[src/rtl/rpfd_pkg.sv]
// ----------------------------------------------------------------------------
// rpfd_pkg: shared types and constants of the RGB fade dimmer
// Task codes, command modes, register indexes and the divider interface.
// ----------------------------------------------------------------------------
package rpfd_pkg;

    localparam int unsigned TimeW  = 24;
    localparam int unsigned LevelW = 8;
    localparam int unsigned CfgIdxW = 3;

    typedef enum logic [2:0] {
        T_TASK_IDLE = 3'd0,
        T_TASK_STOP = 3'd1,
        T_TASK_ON   = 3'd2,
        T_TASK_OFF  = 3'd3,
        T_TASK_SET  = 3'd4,
        T_TASK_REL  = 3'd5
    } t_task;

    typedef enum logic [2:0] {
        MODE_TICK  = 3'd0,
        MODE_ON    = 3'd1,
        MODE_OFF   = 3'd2,
        MODE_SET   = 3'd3,
        MODE_REL   = 3'd4,
        MODE_NIGHT = 3'd5
    } t_mode;

    localparam logic [2:0] REG_FADE_ABS  = 3'd0;
    localparam logic [2:0] REG_FADE_REL  = 3'd1;
    localparam logic [2:0] REG_DAY       = 3'd2;
    localparam logic [2:0] REG_NIGHT     = 3'd3;
    localparam logic [2:0] REG_USE_DAY   = 3'd4;
    localparam logic [2:0] REG_USE_NIGHT = 3'd5;
    localparam logic [2:0] REG_MIN       = 3'd6;
    localparam logic [2:0] REG_MAX       = 3'd7;

    typedef enum logic [1:0] {
        S_IDLE,
        S_DIV,
        S_OUT
    } t_state;

    typedef struct packed {
        logic              start;
        logic [TimeW-1:0]  dividend;
        logic [LevelW-1:0] divisor;
    } t_div_req;

    typedef struct packed {
        logic             done;
        logic [TimeW-1:0] quotient;
    } t_div_rsp;

endpackage

[src/rtl/rpfd_if.sv]
// ----------------------------------------------------------------------------
// rpfd_cmd_if / rpfd_res_if: valid-ready channels of the fade dimmer
// Command item in, result item out.
// ----------------------------------------------------------------------------
interface rpfd_cmd_if;
    logic        valid;
    logic        ready;
    logic [2:0]  mode;
    logic [23:0] color;
    logic [1:0]  channel;
    logic        direction;
    logic [2:0]  step_size;
    logic        night;
    modport source (output valid, mode, color, channel, direction, step_size, night,
                    input ready);
    modport sink   (input valid, mode, color, channel, direction, step_size, night,
                    output ready);
endinterface

interface rpfd_res_if;
    logic       valid;
    logic       ready;
    logic [7:0] red;
    logic [7:0] green;
    logic [7:0] blue;
    logic       levels_changed;
    logic       status_report;
    logic       light_on;
    logic       busy_res;
    modport source (output valid, red, green, blue, levels_changed, status_report,
                    light_on, busy_res, input ready);
    modport sink   (input valid, red, green, blue, levels_changed, status_report,
                    light_on, busy_res, output ready);
endinterface

[src/rtl/rgb_proportional_fade_dimmer_top.sv]
// A command, or a tick with a fade already latched, executes on acceptance and its result
// is registered; the tick that latches a fade first runs the serial divider in S_DIV.
// Throughput: one item at a time; the next is accepted once the result is transferred.
// The divider (one quotient bit per cycle) sets the step time at fade start.
// Reset (synchronous, active low) restores register defaults and idles all fade state.
// ----------------------------------------------------------------------------
// rgb_proportional_fade_dimmer_top: three-channel RGB fader
// Commands set targets; ticks step channels on Bresenham accumulators.
// ----------------------------------------------------------------------------
module rgb_proportional_fade_dimmer_top (
    input  logic                         i_clk,
    input  logic                         i_rst_n,
    rpfd_cmd_if.sink                     cmd,
    rpfd_res_if.source                   res,
    input  logic                         i_cfg_we,
    input  logic [rpfd_pkg::CfgIdxW-1:0] i_cfg_idx,
    input  logic [rpfd_pkg::TimeW-1:0]   i_cfg_data
);
    import rpfd_pkg::*;

    // configuration registers
    logic [23:0] r_fade_abs, r_fade_rel, r_day, r_night;
    logic        r_use_day, r_use_night;
    logic [7:0]  r_min, r_max;

    // fade state
    logic [7:0]  r_cur [3];
    logic [7:0]  r_tgt [3];
    logic [7:0]  r_dlt [3];
    logic [8:0]  r_acc [3];
    logic [7:0]  r_big;
    logic [23:0] r_step_time, r_ticks;
    t_task       r_task;
    logic        r_started, r_is_night;
    logic [23:0] r_last_day, r_last_night;

    // held command and result
    logic [2:0]  r_mode;
    logic [23:0] r_color;
    logic [1:0]  r_chan;
    logic        r_dir;
    logic [2:0]  r_stepc;
    logic        r_nflag;
    logic        r_changed, r_report;

    t_state   r_state, n_state;
    t_div_req w_req;
    t_div_rsp w_rsp;

    logic w_accept, w_done;
    assign w_accept = cmd.valid && cmd.ready;
    assign w_done   = res.valid && res.ready;

    // a tick that must latch a fade runs the divider first
    logic w_need_div;
    assign w_need_div = (cmd.mode == MODE_TICK) && !r_started &&
                        (r_task == T_TASK_ON || r_task == T_TASK_OFF ||
                         r_task == T_TASK_SET || r_task == T_TASK_REL);

    // deltas from current levels, used when launching the divide
    logic [7:0] w_d [3];
    logic [7:0] w_max01, w_maxd;
    always_comb begin
        for (int i = 0; i < 3; i++) begin
            w_d[i] = (r_cur[i] > r_tgt[i]) ? r_cur[i] - r_tgt[i] : r_tgt[i] - r_cur[i];
        end
        w_max01 = (w_d[1] > w_d[0]) ? w_d[1] : w_d[0];
        w_maxd  = (w_d[2] > w_max01) ? w_d[2] : w_max01;
    end

    assign w_req.start    = w_accept && w_need_div;
    assign w_req.dividend = (r_task == T_TASK_REL) ? r_fade_rel : r_fade_abs;
    assign w_req.divisor  = w_maxd;

    rpfd_div u_div (
        .i_clk  (i_clk),
        .i_rst_n(i_rst_n),
        .i_req  (w_req),
        .o_rsp  (w_rsp)
    );

    // next state
    always_comb begin
        n_state = r_state;
        case (r_state)
            S_IDLE:  if (w_accept) n_state = w_need_div ? S_DIV : S_OUT;
            S_DIV:   if (w_rsp.done) n_state = S_OUT;
            S_OUT:   if (w_done) n_state = S_IDLE;
            default: n_state = S_IDLE;
        endcase
    end

    // outputs
    always_comb begin
        cmd.ready = (r_state == S_IDLE);
        res.valid = (r_state == S_OUT);
    end

    // item execution: hold the command, run it when the divider is clear
    logic w_exec;
    assign w_exec = (r_state == S_IDLE && w_accept && !w_need_div) ||
                    (r_state == S_DIV && w_rsp.done);

    logic w_all_zero;
    assign w_all_zero = (r_cur[0] == '0) && (r_cur[1] == '0) && (r_cur[2] == '0);

    logic [2:0]  x_mode;
    logic [23:0] x_color;
    logic [1:0]  x_chan;
    logic        x_dir, x_nflag;
    logic [2:0]  x_stepc;
    assign x_mode  = (r_state == S_IDLE) ? cmd.mode : r_mode;
    assign x_color = (r_state == S_IDLE) ? cmd.color : r_color;
    assign x_chan  = (r_state == S_IDLE) ? cmd.channel : r_chan;
    assign x_dir   = (r_state == S_IDLE) ? cmd.direction : r_dir;
    assign x_stepc = (r_state == S_IDLE) ? cmd.step_size : r_stepc;
    assign x_nflag = (r_state == S_IDLE) ? cmd.night : r_nflag;

    always_ff @(posedge i_clk) begin
        if (!i_rst_n) begin
            r_state      <= S_IDLE;
            r_fade_abs   <= 24'd1000;
            r_fade_rel   <= 24'd5000;
            r_day        <= 24'hFFFFFF;
            r_night      <= 24'h404040;
            r_use_day    <= 1'b1;
            r_use_night  <= 1'b1;
            r_min        <= 8'd0;
            r_max        <= 8'd255;
            for (int i = 0; i < 3; i++) begin
                r_cur[i] <= '0;
                r_tgt[i] <= '0;
                r_dlt[i] <= '0;
                r_acc[i] <= '0;
            end
            r_big        <= '0;
            r_step_time  <= '0;
            r_ticks      <= '1;
            r_task       <= T_TASK_IDLE;
            r_started    <= 1'b0;
            r_is_night   <= 1'b0;
            r_last_day   <= '0;
            r_last_night <= '0;
            r_changed    <= 1'b0;
            r_report     <= 1'b0;
        end else begin
            r_state <= n_state;
            if (i_cfg_we) begin
                case (i_cfg_idx)
                    REG_FADE_ABS:  r_fade_abs  <= i_cfg_data;
                    REG_FADE_REL:  r_fade_rel  <= i_cfg_data;
                    REG_DAY:       r_day       <= i_cfg_data;
                    REG_NIGHT:     r_night     <= i_cfg_data;
                    REG_USE_DAY:   r_use_day   <= i_cfg_data[0];
                    REG_USE_NIGHT: r_use_night <= i_cfg_data[0];
                    REG_MIN:       r_min       <= i_cfg_data[7:0];
                    REG_MAX:       r_max       <= i_cfg_data[7:0];
                    default: ;
                endcase
            end
            if (w_accept) begin
                r_mode  <= cmd.mode;
                r_color <= cmd.color;
                r_chan  <= cmd.channel;
                r_dir   <= cmd.direction;
                r_stepc <= cmd.step_size;
                r_nflag <= cmd.night;
            end
            if (w_exec) begin
                logic v_chg;
                logic v_rep;
                v_chg = 1'b0;
                v_rep = 1'b0;
                case (x_mode)
                    MODE_TICK: begin
                        logic [23:0] v_ticks;
                        logic [7:0]  v_dlt [3];
                        logic [8:0]  v_acc [3];
                        logic [7:0]  v_big;
                        logic [23:0] v_st;
                        logic        v_started;
                        logic [8:0]  v_sum;
                        logic [7:0]  v_n;
                        v_ticks = (r_ticks != '1) ? r_ticks + 1'b1 : r_ticks;
                        v_dlt = r_dlt;
                        v_acc = r_acc;
                        v_big = r_big;
                        v_st  = r_step_time;
                        v_started = r_started;
                        if (r_task == T_TASK_STOP) begin
                            r_task    <= T_TASK_IDLE;
                            v_started = 1'b0;
                            v_rep     = 1'b1;
                        end else if (r_task != T_TASK_IDLE) begin
                            if (!r_started) begin
                                for (int i = 0; i < 3; i++) begin
                                    v_dlt[i] = w_d[i];
                                    v_acc[i] = '0;
                                end
                                v_big = w_maxd;
                                v_st  = w_rsp.quotient;
                                v_started = 1'b1;
                            end
                            if (r_cur[0] == r_tgt[0] && r_cur[1] == r_tgt[1] &&
                                r_cur[2] == r_tgt[2]) begin
                                r_task    <= T_TASK_STOP;
                                v_started = 1'b0;
                            end else if (v_ticks >= v_st) begin
                                for (int i = 0; i < 3; i++) begin
                                    if (r_cur[i] != r_tgt[i]) begin
                                        v_sum = v_acc[i] + {1'b0, v_dlt[i]};
                                        v_acc[i] = v_sum;
                                        if (v_sum >= {1'b0, v_big}) begin
                                            v_n = (r_cur[i] < r_tgt[i]) ? r_cur[i] + 1'b1
                                                                         : r_cur[i] - 1'b1;
                                            if (v_n > r_max) v_n = r_max;
                                            if (v_n < r_min) v_n = r_min;
                                            r_cur[i] <= v_n;
                                            v_acc[i] = v_sum - {1'b0, v_big};
                                            v_chg = 1'b1;
                                        end
                                    end
                                end
                                if (v_chg) v_ticks = '0;
                            end
                        end
                        r_ticks     <= v_ticks;
                        r_dlt       <= v_dlt;
                        r_acc       <= v_acc;
                        r_big       <= v_big;
                        r_step_time <= v_st;
                        r_started   <= v_started;
                    end
                    MODE_ON: begin
                        logic [23:0] v_c;
                        if (r_is_night) v_c = r_use_night ? r_night : r_last_night;
                        else            v_c = r_use_day ? r_day : r_last_day;
                        r_tgt[0] <= v_c[23:16];
                        r_tgt[1] <= v_c[15:8];
                        r_tgt[2] <= v_c[7:0];
                        r_task    <= T_TASK_ON;
                        r_started <= 1'b0;
                    end
                    MODE_OFF: begin
                        // save the color unless already dark or switching off
                        if (r_task != T_TASK_OFF && !w_all_zero) begin
                            if (r_is_night) r_last_night <= {r_cur[0], r_cur[1], r_cur[2]};
                            else            r_last_day   <= {r_cur[0], r_cur[1], r_cur[2]};
                        end
                        for (int i = 0; i < 3; i++) r_tgt[i] <= '0;
                        r_task    <= T_TASK_OFF;
                        r_started <= 1'b0;
                    end
                    MODE_SET: begin
                        r_tgt[0] <= x_color[23:16];
                        r_tgt[1] <= x_color[15:8];
                        r_tgt[2] <= x_color[7:0];
                        r_task    <= T_TASK_SET;
                        r_started <= 1'b0;
                    end
                    MODE_REL: begin
                        if (x_stepc == '0) begin
                            r_task    <= T_TASK_STOP;
                            r_started <= 1'b0;
                        end else if (x_chan != 2'd3) begin
                            for (int i = 0; i < 3; i++) begin
                                r_tgt[i] <= (x_chan == 2'(i)) ? (x_dir ? r_max : r_min)
                                                               : r_cur[i];
                            end
                            r_task    <= T_TASK_REL;
                            r_started <= 1'b0;
                        end
                    end
                    MODE_NIGHT: r_is_night <= x_nflag;
                    default: ;
                endcase
                r_changed <= v_chg;
                r_report  <= v_rep;
            end
        end
    end

    assign res.red            = r_cur[0];
    assign res.green          = r_cur[1];
    assign res.blue           = r_cur[2];
    assign res.levels_changed = r_changed;
    assign res.status_report  = r_report;
    assign res.light_on       = !w_all_zero;
    assign res.busy_res       = r_started;
endmodule

[src/rtl/rpfd_div.sv]
// ----------------------------------------------------------------------------
// rpfd_div: serial restoring divider
// 24-bit by 8-bit, one quotient bit per cycle; divisor zero gives the dividend.
// ----------------------------------------------------------------------------
module rpfd_div (
    input  logic               i_clk,
    input  logic               i_rst_n,
    input  rpfd_pkg::t_div_req i_req,
    output rpfd_pkg::t_div_rsp o_rsp
);
    import rpfd_pkg::*;

    localparam int unsigned CntW = $clog2(TimeW + 1);

    logic [TimeW-1:0]  r_quo;
    logic [LevelW:0]   r_rem;
    logic [LevelW-1:0] r_dvs;
    logic [CntW-1:0]   r_cnt;
    logic              r_busy;
    logic              r_done;
    logic [LevelW:0]   w_shift;
    logic [LevelW:0]   w_diff;

    assign w_shift = {r_rem[LevelW-1:0], r_quo[TimeW-1]};
    assign w_diff  = w_shift - {1'b0, r_dvs};

    always_ff @(posedge i_clk) begin
        if (!i_rst_n) begin
            r_busy <= 1'b0;
            r_done <= 1'b0;
            r_cnt  <= '0;
        end else begin
            if (i_req.start) begin
                r_quo <= i_req.dividend;
                r_rem <= '0;
                r_dvs <= i_req.divisor;
                r_cnt <= CntW'(TimeW);
                // a zero divisor passes the dividend straight through
                r_busy <= (i_req.divisor != '0);
                r_done <= (i_req.divisor == '0);
            end else if (r_busy) begin
                if (!w_diff[LevelW]) begin
                    r_rem <= w_diff;
                    r_quo <= {r_quo[TimeW-2:0], 1'b1};
                end else begin
                    r_rem <= w_shift;
                    r_quo <= {r_quo[TimeW-2:0], 1'b0};
                end
                r_cnt  <= r_cnt - 1'b1;
                r_done <= (r_cnt == CntW'(1));
                if (r_cnt == CntW'(1)) begin
                    r_busy <= 1'b0;
                end
            end else begin
                r_done <= 1'b0;
            end
        end
    end

    assign o_rsp.done     = r_done;
    assign o_rsp.quotient = r_quo;
endmodule
[src/flat_wrapper.sv]
// flat-port wrapper written by rule: the top's interface ports become plain ports
module rgb_proportional_fade_dimmer_top_flat import rpfd_pkg::*;
  (i_clk, i_rst_n, i_cfg_we, i_cfg_idx, i_cfg_data, cmd_valid, cmd_mode, cmd_color, cmd_channel, cmd_direction, cmd_step_size, cmd_night, cmd_ready, res_valid, res_red, res_green, res_blue, res_levels_changed, res_status_report, res_light_on, res_busy_res, res_ready);
  rpfd_cmd_if cmd_i ();
  rpfd_res_if res_i ();
  input  logic i_clk;
  input  logic i_rst_n;
  input  logic i_cfg_we;
  input  logic [rpfd_pkg::CfgIdxW-1:0] i_cfg_idx;
  input  logic [rpfd_pkg::TimeW-1:0] i_cfg_data;
  input wire logic [$bits(cmd_i.valid)-1:0] cmd_valid;
  input wire logic [$bits(cmd_i.mode)-1:0] cmd_mode;
  input wire logic [$bits(cmd_i.color)-1:0] cmd_color;
  input wire logic [$bits(cmd_i.channel)-1:0] cmd_channel;
  input wire logic [$bits(cmd_i.direction)-1:0] cmd_direction;
  input wire logic [$bits(cmd_i.step_size)-1:0] cmd_step_size;
  input wire logic [$bits(cmd_i.night)-1:0] cmd_night;
  output wire logic [$bits(cmd_i.ready)-1:0] cmd_ready;
  output wire logic [$bits(res_i.valid)-1:0] res_valid;
  output wire logic [$bits(res_i.red)-1:0] res_red;
  output wire logic [$bits(res_i.green)-1:0] res_green;
  output wire logic [$bits(res_i.blue)-1:0] res_blue;
  output wire logic [$bits(res_i.levels_changed)-1:0] res_levels_changed;
  output wire logic [$bits(res_i.status_report)-1:0] res_status_report;
  output wire logic [$bits(res_i.light_on)-1:0] res_light_on;
  output wire logic [$bits(res_i.busy_res)-1:0] res_busy_res;
  input wire logic [$bits(res_i.ready)-1:0] res_ready;
  assign cmd_i.valid = cmd_valid;
  assign cmd_i.mode = cmd_mode;
  assign cmd_i.color = cmd_color;
  assign cmd_i.channel = cmd_channel;
  assign cmd_i.direction = cmd_direction;
  assign cmd_i.step_size = cmd_step_size;
  assign cmd_i.night = cmd_night;
  assign cmd_ready = cmd_i.ready;
  assign res_valid = res_i.valid;
  assign res_red = res_i.red;
  assign res_green = res_i.green;
  assign res_blue = res_i.blue;
  assign res_levels_changed = res_i.levels_changed;
  assign res_status_report = res_i.status_report;
  assign res_light_on = res_i.light_on;
  assign res_busy_res = res_i.busy_res;
  assign res_i.ready = res_ready;
  rgb_proportional_fade_dimmer_top u_core (.i_clk(i_clk), .i_rst_n(i_rst_n), .cmd(cmd_i), .res(res_i), .i_cfg_we(i_cfg_we), .i_cfg_idx(i_cfg_idx), .i_cfg_data(i_cfg_data));
endmodule
[config.mk]
export PLATFORM = sky130hd
export DESIGN_NAME = rgb_proportional_fade_dimmer_top_flat
export DESIGN_NICKNAME = d
export VERILOG_FILES = /design/src/rtl/rpfd_pkg.sv /design/src/rtl/rpfd_if.sv /design/src/rtl/rgb_proportional_fade_dimmer_top.sv /design/src/rtl/rpfd_div.sv /design/src/flat_wrapper.sv
export SDC_FILE = /design/constraint.sdc
export NUM_CORES = 1
export LEC_CHECK = 0
export BUFFER_PORTS_ARGS = -buffer_cell sky130_fd_sc_hd__buf_2
export CORE_UTILIZATION = 40
export DETAILED_ROUTE_END_ITERATION = 7
export PLACE_DENSITY = 0.57
export RECOVER_POWER = 25
export SYNTH_ARGS = -nofsm -noshare
export SYNTH_HDL_FRONTEND = slang
export SYNTH_SLANG_ARGS = --single-unit
[constraint.sdc]
create_clock -name i_clk -period 17.1 [get_ports i_clk]
set_input_delay 1.71 -clock i_clk [delete_from_list [all_inputs] [get_ports i_clk]]
set_output_delay 1.71 -clock i_clk [all_outputs]
set_load 0.01 [all_outputs]
==> flow_summary.json, run 1 <==
{
  "required_ns": 17.40,
  "syn_avg_cell_area_um2": 8.55,
  "power.internal_mw": 2.59,
  "drtAntennaViolNets": 0,
  "cts_num_sinks": 407,
  "report.final.slew_viol_count": 353,
  "grt_usage": 0.245,
  "switching_power_mw": 1.86,
  "io_buffers": 95,
  "hp-class": "flip-flop to flip-flop",
  "period_needed_ns": 12.26,
  "cts-root-buf": "clkbuf_16",
  "ir_drop_mv": 0.156,
  "seqPwrFrac": 0.237,
  "first_pass_iters": 7,
  "synth-main-ff-cell": "dfxtp_1",
  "detail_route.wirelength_um": 82400,
  "cpPeakStageDelay_ns": 0.80,
  "detail_route.vias_per_cell": 5.58,
  "top_register": "u_core.r_acc",
  "drt_iter0_drc": 1694,
  "path_class": "flip-flop to flip-flop",
  "setup_viol": 0,
  "postSynth.asyncResetShare": 0,
  "syn-instance-count": 3007,
  "dieArea_um2": 65300,
  "avgRoutedWirePerCell_um": 21.0,
  "largest_register_ffs": 27,
  "max_cap_violations": 6,
  "clkPwrFrac": 0.249,
  "p_sw_frac": 0.419,
  "p_leak_nw": 11.8,
  "synth-edff-count": 122,
  "synth_cell_types": 90,
  "pin_count": 96,
  "grt_pass1_vias": 20800,
  "register_area_um2": 9370,
  "drc_errors": 0,
  "ctsHtreeMaxLevel": 2,
  "clock_skew_ns": 0.0329,
  "syn_nets": 3284,
  "rsz0062_at_grt": "no",
  "cp-start-kind": "flip-flop",
  "cts_buffers": 49,
  "cts_resized": 0,
  "grt-ovfl-total": 0,
  "ys_seq_area_frac": 0.364,
  "slowest_stage": "nand2_1",
  "cts_max_path_buffers": 3,
  "grt_antenna_before_repair": 3,
  "nNetsFinal": 3316,
  "crit_top_cell": "nand2_1",
  "globalplace.congestion": 0.946,
  "dpl.hpwl_um": 60900,
  "instances_no_fill": 3926,
  "path_max_fanout": 24,
  "areaGrowthSynthToFinish_pct": 11.1,
  "worstSkewPairLatency_ns": 0.62,
  "yosys.area.top_type_share": 0.222,
  "die_w_um": 256,
  "reg2regPathDepth": 43,
  "postCtsSetupBuffers": 0,
  "yosysTopAreaCell": "dfxtp_1",
  "fillerInstances": 6253,
  "grt_pass1_wl_um": 125000,
  "worst_pin_slew_ns": 4.63,
  "r2r_slack_ns": 4.84,
  "synthTopCellsByArea": "dfxtp_1, edfxtp_1, ha_1, nand2_1, mux2i_1",
  "die_y_um": 256,
  "ys_seq_elements": 407,
  "core_um2": 63300,
  "p_per_area_nw_per_um2": 156,
  "combPwrFrac": 0.514,
  "synth_warnings": 0,
  "netlist_area_um2": 25700,
  "finalHoldViolCount": 0,
  "clkSlewWorstSetupHoldPaths_ns": 0.06,
  "whs_path_depth": 2,
  "worstPathArrival_ns": 12.57,
  "cts_tree": "yes",
  "dp.cells": 3834,
  "worstSetupEndpointType": "flip-flop",
  "violations": "capacitance limit, slew limit",
  "holdBufCountCts": 0,
  "start_util": 0.406,
  "dr_total_vias": 21900,
  "multi_input_area_um2": 15200,
  "status": "complete, but fails checks",
  "grt_max_degree": 143,
  "clock.fmax_mhz": 81.6,
  "drive_gt1_frac": 0.0825,
  "placementRows": 92,
  "period_share": 0.717,
  "tns_ns": 0,
  "relSlewSlack": -2.08
}
path summary, 6_finish.rpt:
check / from / endpoint
setup / recovery: u_core.r_cur[0][0] / u_core.r_cur[0][16]
hold / removal: u_core.r_acc[4] / u_core.r_acc[4]
setup reg to reg: u_core.r_cur[0][0] / u_core.r_cur[0][16]
hold reg to reg: u_core.r_acc[4] / u_core.r_acc[4]
cells by family after synthesis:
kind of cell | synth area share
and+or+nand+nor | 0.175
AOI/OAI and AO/OA | 0.172
DFF | 0.364
buffers and inverters | 0.0462
adders and majority gates | 0.110
muxes | 0.0844
xor gates and xnor gates | 0.0479
layer usage:
layer,part of all wire,track usage
met2,0.46,0.401
met3,0.058,0.0341
met4,0.033,0.0885
met1,0.45,0.329
met5,0.00034,0
layout by cell type, fill, tap and decap left out, drive strengths merged, types with 6 or more instances in the layout:
cell type / Yosys / routed
o211ai: 17 / 17
a21oi: 294 / 294
mux2i: 179 / 179
and2: 43 / 43
o21ai: 161 / 161
a21o: 44 / 44
and3: 12 / 12
nand2: 505 / 505
nor2b: 47 / 47
nor4: 12 / 12
maj3: 7 / 7
a21boi: 8 / 8
clkbuf: 121 / 95
fa: 16 / 16
nand3b: 8 / 8
ha: 195 / 195
inv: 143 / 142
xnor2: 100 / 100
o21a: 17 / 17
nand4: 17 / 17
mux2: 33 / 33
dfxtp: 285 / 285
buf: 27 / 108
bufinv: 0 / 7
edfxtp: 122 / 122
xor2: 39 / 39
nor2: 219 / 219
a221o: 14 / 14
clkinv: 0 / 9
a31oi: 10 / 10
a211oi: 77 / 77
nand3: 71 / 71
o21bai: 28 / 28
o31ai: 9 / 9
nor3: 29 / 29
a221oi: 7 / 7
or3: 6 / 6
nand2b: 19 / 19
per-stage QoR:
step	power [mW]	hold WS, ns	worst slack, ns	util	area, um^2
3_5_place_dp	3.33	0.441	5.06	0.425	26900
4_1_cts	4.45	0.454	4.99	0.452	28600
2_1_floorplan	2.80	0.417	7.64	-	25700
5_1_grt	4.72	0.468	3.72	0.451	28600
3_3_place_gp	3.29	0.434	5.34	0.425	26900
6_report	4.45	0.451	4.84	0.451	28600
area by class of cell:
| type | instances | share of cell area |
|---|---|---|
| tap | 846 | 0.0371 |
| timing repair buffer | 132 | 0.0250 |
| clock inverter | 20 | 0.0113 |
| inverter | 143 | 0.0188 |
| multi-input combinational | 2306 | 0.532 |
| clock buffer | 71 | 0.0480 |
| antenna | 1 | 0.0000876 |
| sequential | 407 | 0.328 |
power by group through the flow:
stage | sequential, mW | combinational [mW] | clock (mW)
after floorplan | 1.07 | 1.74 | 0
after global placement | 1.07 | 2.22 | 0
after detailed placement | 1.08 | 2.25 | 0
after CTS | 1.05 | 2.27 | 1.12
after global routing | 1.06 | 2.50 | 1.16
final | 1.06 | 2.29 | 1.11
Yosys cell counts, types with 8 or more instances:
library cell,count
nor4_1,12
nand2_1,505
nor3_1,27
o21bai_1,28
o21ai_1,13
nand2b_1,19
a221o_1,14
a31oi_1,10
o21a_1,15
nand4_1,17
buf_1,10
ha_1,195
dfxtp_1,285
o31ai_1,8
a21o_1,44
clkbuf_1,121
nor2b_1,47
a21oi_1,294
edfxtp_1,122
and3_1,11
o211ai_1,17
o21ai_0,145
a211oi_1,77
nand3_1,71
xor2_1,39
and2_1,42
nor2_1,218
nand3b_1,8
mux2_2,33
inv_1,143
xnor2_1,98
mux2i_1,177
fa_1,16
worst max-delay path, delay by kind of cell (launching register included):
family | cells | cell delay (ns)
AOI/OAI and AO/OA | 20 | 4.96
xor gates and xnor gates | 1 | 0.44
adders and majority gates | 5 | 1.44
buffers and inverters | 1 | 0.22
DFF | 1 | 0.56
muxes | 2 | 1.12
and+or+nand+nor | 14 | 3.17
No activity file was read; power rests on OpenSTA's default activity.
==> run 2, diff against run 1 <==
==> constraint.sdc (replaced) <==
create_clock -name i_clk -period 11.5 [get_ports i_clk]
set_input_delay 1.15 -clock i_clk [delete_from_list [all_inputs] [get_ports i_clk]]
set_output_delay 1.15 -clock i_clk [all_outputs]
set_load 0.01 [all_outputs]
==> run 2 against run 1 <==
The flow still finishes with violations (capacitance limit, slew limit). Global-route usage up 0.29 points. Fmax up 13%. Combinational power up 54%. Power up 49%. Worst hold slack worse by 0.0048 ns. Die area unchanged. Flip-flop and latch count unchanged. Worst setup slack worse by 4.2 ns. Wire length up 0.68%. Non-clock buffer count up 14. Critical endpoint is now u_core.r_cur[0][6]. Largest power group unchanged.
==> flow_summary.json, run 2 (synthesis gave the netlist of run 1 again) <==
{
  "p_sw_frac": 0.428,
  "violations": "capacitance limit, slew limit",
  "setup_viol": 0,
  "clkPwrFrac": 0.234,
  "setup_ws_ns": 0.626,
  "finalHoldViolCount": 0,
  "first_pass_iters": 6,
  "postCtsSetupBuffers": 0,
  "slowest_stage": "edfxtp_1",
  "core_um2": 63300,
  "max_cap_violations": 2,
  "instances_no_fill": 3936,
  "dpl.hpwl_um": 61500,
  "clkSlewWorstSetupHoldPaths_ns": 0.06,
  "grt_usage": 0.248,
  "cts_buffers": 47,
  "drive_gt1_frac": 0.0800,
  "clock_skew_ns": 0.0368,
  "grt_pass1_wl_um": 127000,
  "io_buffers": 95,
  "combPwrFrac": 0.531,
  "holdBufCountCts": 0,
  "drtAntennaViolNets": 0,
  "cts-root-buf": "clkbuf_16",
  "largest_register_ffs": 27,
  "drt_iter0_drc": 1976,
  "grt_max_degree": 124,
  "grt-ovfl-total": 0,
  "detail_route.wirelength_um": 83000,
  "path_max_fanout": 24,
  "register_area_um2": 9370,
  "design_area_um2": 28600,
  "drc_errors": 0,
  "avgRoutedWirePerCell_um": 21.1,
  "clock.fmax_mhz": 92.0,
  "worstSetupEndpointType": "flip-flop",
  "switching_power_mw": 2.84,
  "pin_count": 96,
  "start_util": 0.406,
  "report.final.slew_viol_count": 81,
  "worst_pin_slew_ns": 2.54,
  "ctsHtreeMaxLevel": 2,
  "rsz0062_at_grt": "no",
  "crit_buf_inv": 2,
  "globalplace.congestion": 0.963,
  "die_w_um": 256,
  "period_share": 0.946,
  "dieArea_um2": 65300,
  "power.internal_mw": 3.81,
  "cp-start-kind": "flip-flop",
  "detail_route.vias_per_cell": 5.63,
  "period_needed_ns": 10.87,
  "hp-class": "flip-flop to flip-flop",
  "die_y_um": 256,
  "dp.cells": 3848,
  "areaGrowthSynthToFinish_pct": 11.1,
  "cts_max_path_buffers": 3,
  "cts_num_sinks": 407,
  "final_common_cell": "nand2_1",
  "relSlewSlack": -0.696,
  "dp_slack_ns": 0.296,
  "p_per_area_nw_per_um2": 233,
  "critPathTopFamily": "compound AO/OA/AOI/OAI gates",
  "grt_pass1_vias": 21000,
  "worstSkewPairLatency_ns": 0.61,
  "nNetsFinal": 3328,
  "p_leak_nw": 11.7,
  "seqPwrFrac": 0.235,
  "placementRows": 92,
  "mostFrequentLayoutCells": "nand2_1, a21oi_1, dfxtp_1",
  "fillerInstances": 6262,
  "tns_ns": 0,
  "postLayoutCoreUtil": 0.451,
  "multi_input_area_um2": 15200,
  "cpPeakStageDelay_ns": 0.56,
  "ir_drop_mv": 0.176,
  "grt_antenna_before_repair": 2,
  "cts_tree": "yes",
  "dr_total_vias": 22200,
  "worstPathArrival_ns": 11.15,
  "path_class": "flip-flop to flip-flop",
  "post_dp_cell_area_um2": 27000,
  "cts_resized": 0,
  "top_register": "u_core.r_acc",
  "required_ns": 11.77,
  "status": "complete, but fails checks"
}
==> run 2: cell types whose count changed in the layout (fill, tap and decap cells not counted), moves of 2 or more <==
cell	change
a21oi_1	-2
buf_2	-14
clkinvlp_4	-3
mux2i_1	-2
clkbuf_1	+25
clkinv_2	-2
a21oi_2	+2
buf_4	+4
bufinv_16	-4
==> run 2: power by group through the flow <==
stage	Clock, mW	Combinational (mW)	Sequential (mW)
global route	1.64	3.85	1.57
CTS	1.59	3.44	1.56
detailed placement	0	3.41	1.59
floorplan	0	2.58	1.58
global placement	0	3.41	1.59
finish	1.56	3.53	1.56
==> run 2: worst paths after layout <==
check	from	endpoint	slack, ns	depth (start not counted)
worst max-delay path	u_core.r_cur[0][7]	u_core.r_cur[0][6]	0.63	42
worst max register to register	u_core.r_cur[0][7]	u_core.r_cur[0][6]	0.63	42
worst min-delay path	u_core.r_acc[2]	u_core.r_acc[2]	0.45	2
worst min register to register	u_core.r_acc[2]	u_core.r_acc[2]	0.45	2
==> run 2: worst reg2reg max path, delay by kind of cell, from the launching register on <==
| kind | cells | cell delay (ns) |
|---|---|---|
| compound gates | 17 | 3.61 |
| xor+xnor | 1 | 0.35 |
| fa+ha+maj | 4 | 1.43 |
| buf+inv | 2 | 0.59 |
| flops | 1 | 0.56 |
| mux | 4 | 1.34 |
| simple gates | 14 | 2.67 |
==> run 2: layer usage <==
layer  share of wire  wire length (um)  global-route usage
met5         0.00017                14                   0
met3           0.063              5270              0.0400
met2            0.45             37300               0.393
met1            0.45             37100               0.337
met4           0.040              3310              0.0978
==> run 2: layout make-up <==
type                    count  area share
clock buffers              74      0.0495
diodes                      1   0.0000876
flip-flops and latches    407       0.328
clock inverters            13     0.00644
repair buffers            146      0.0267
well taps                 846      0.0371
multi-input cells        2306       0.533
inverters                 143      0.0190
==> run 2: metrics by stage <==
stage               hold WS (ns)  total power [mW]
finish                     0.446              6.65
global route               0.469              7.05
CTS                        0.449              6.59
detailed placement         0.435              5.00
global placement           0.430              5.00
floorplan                  0.417              4.16
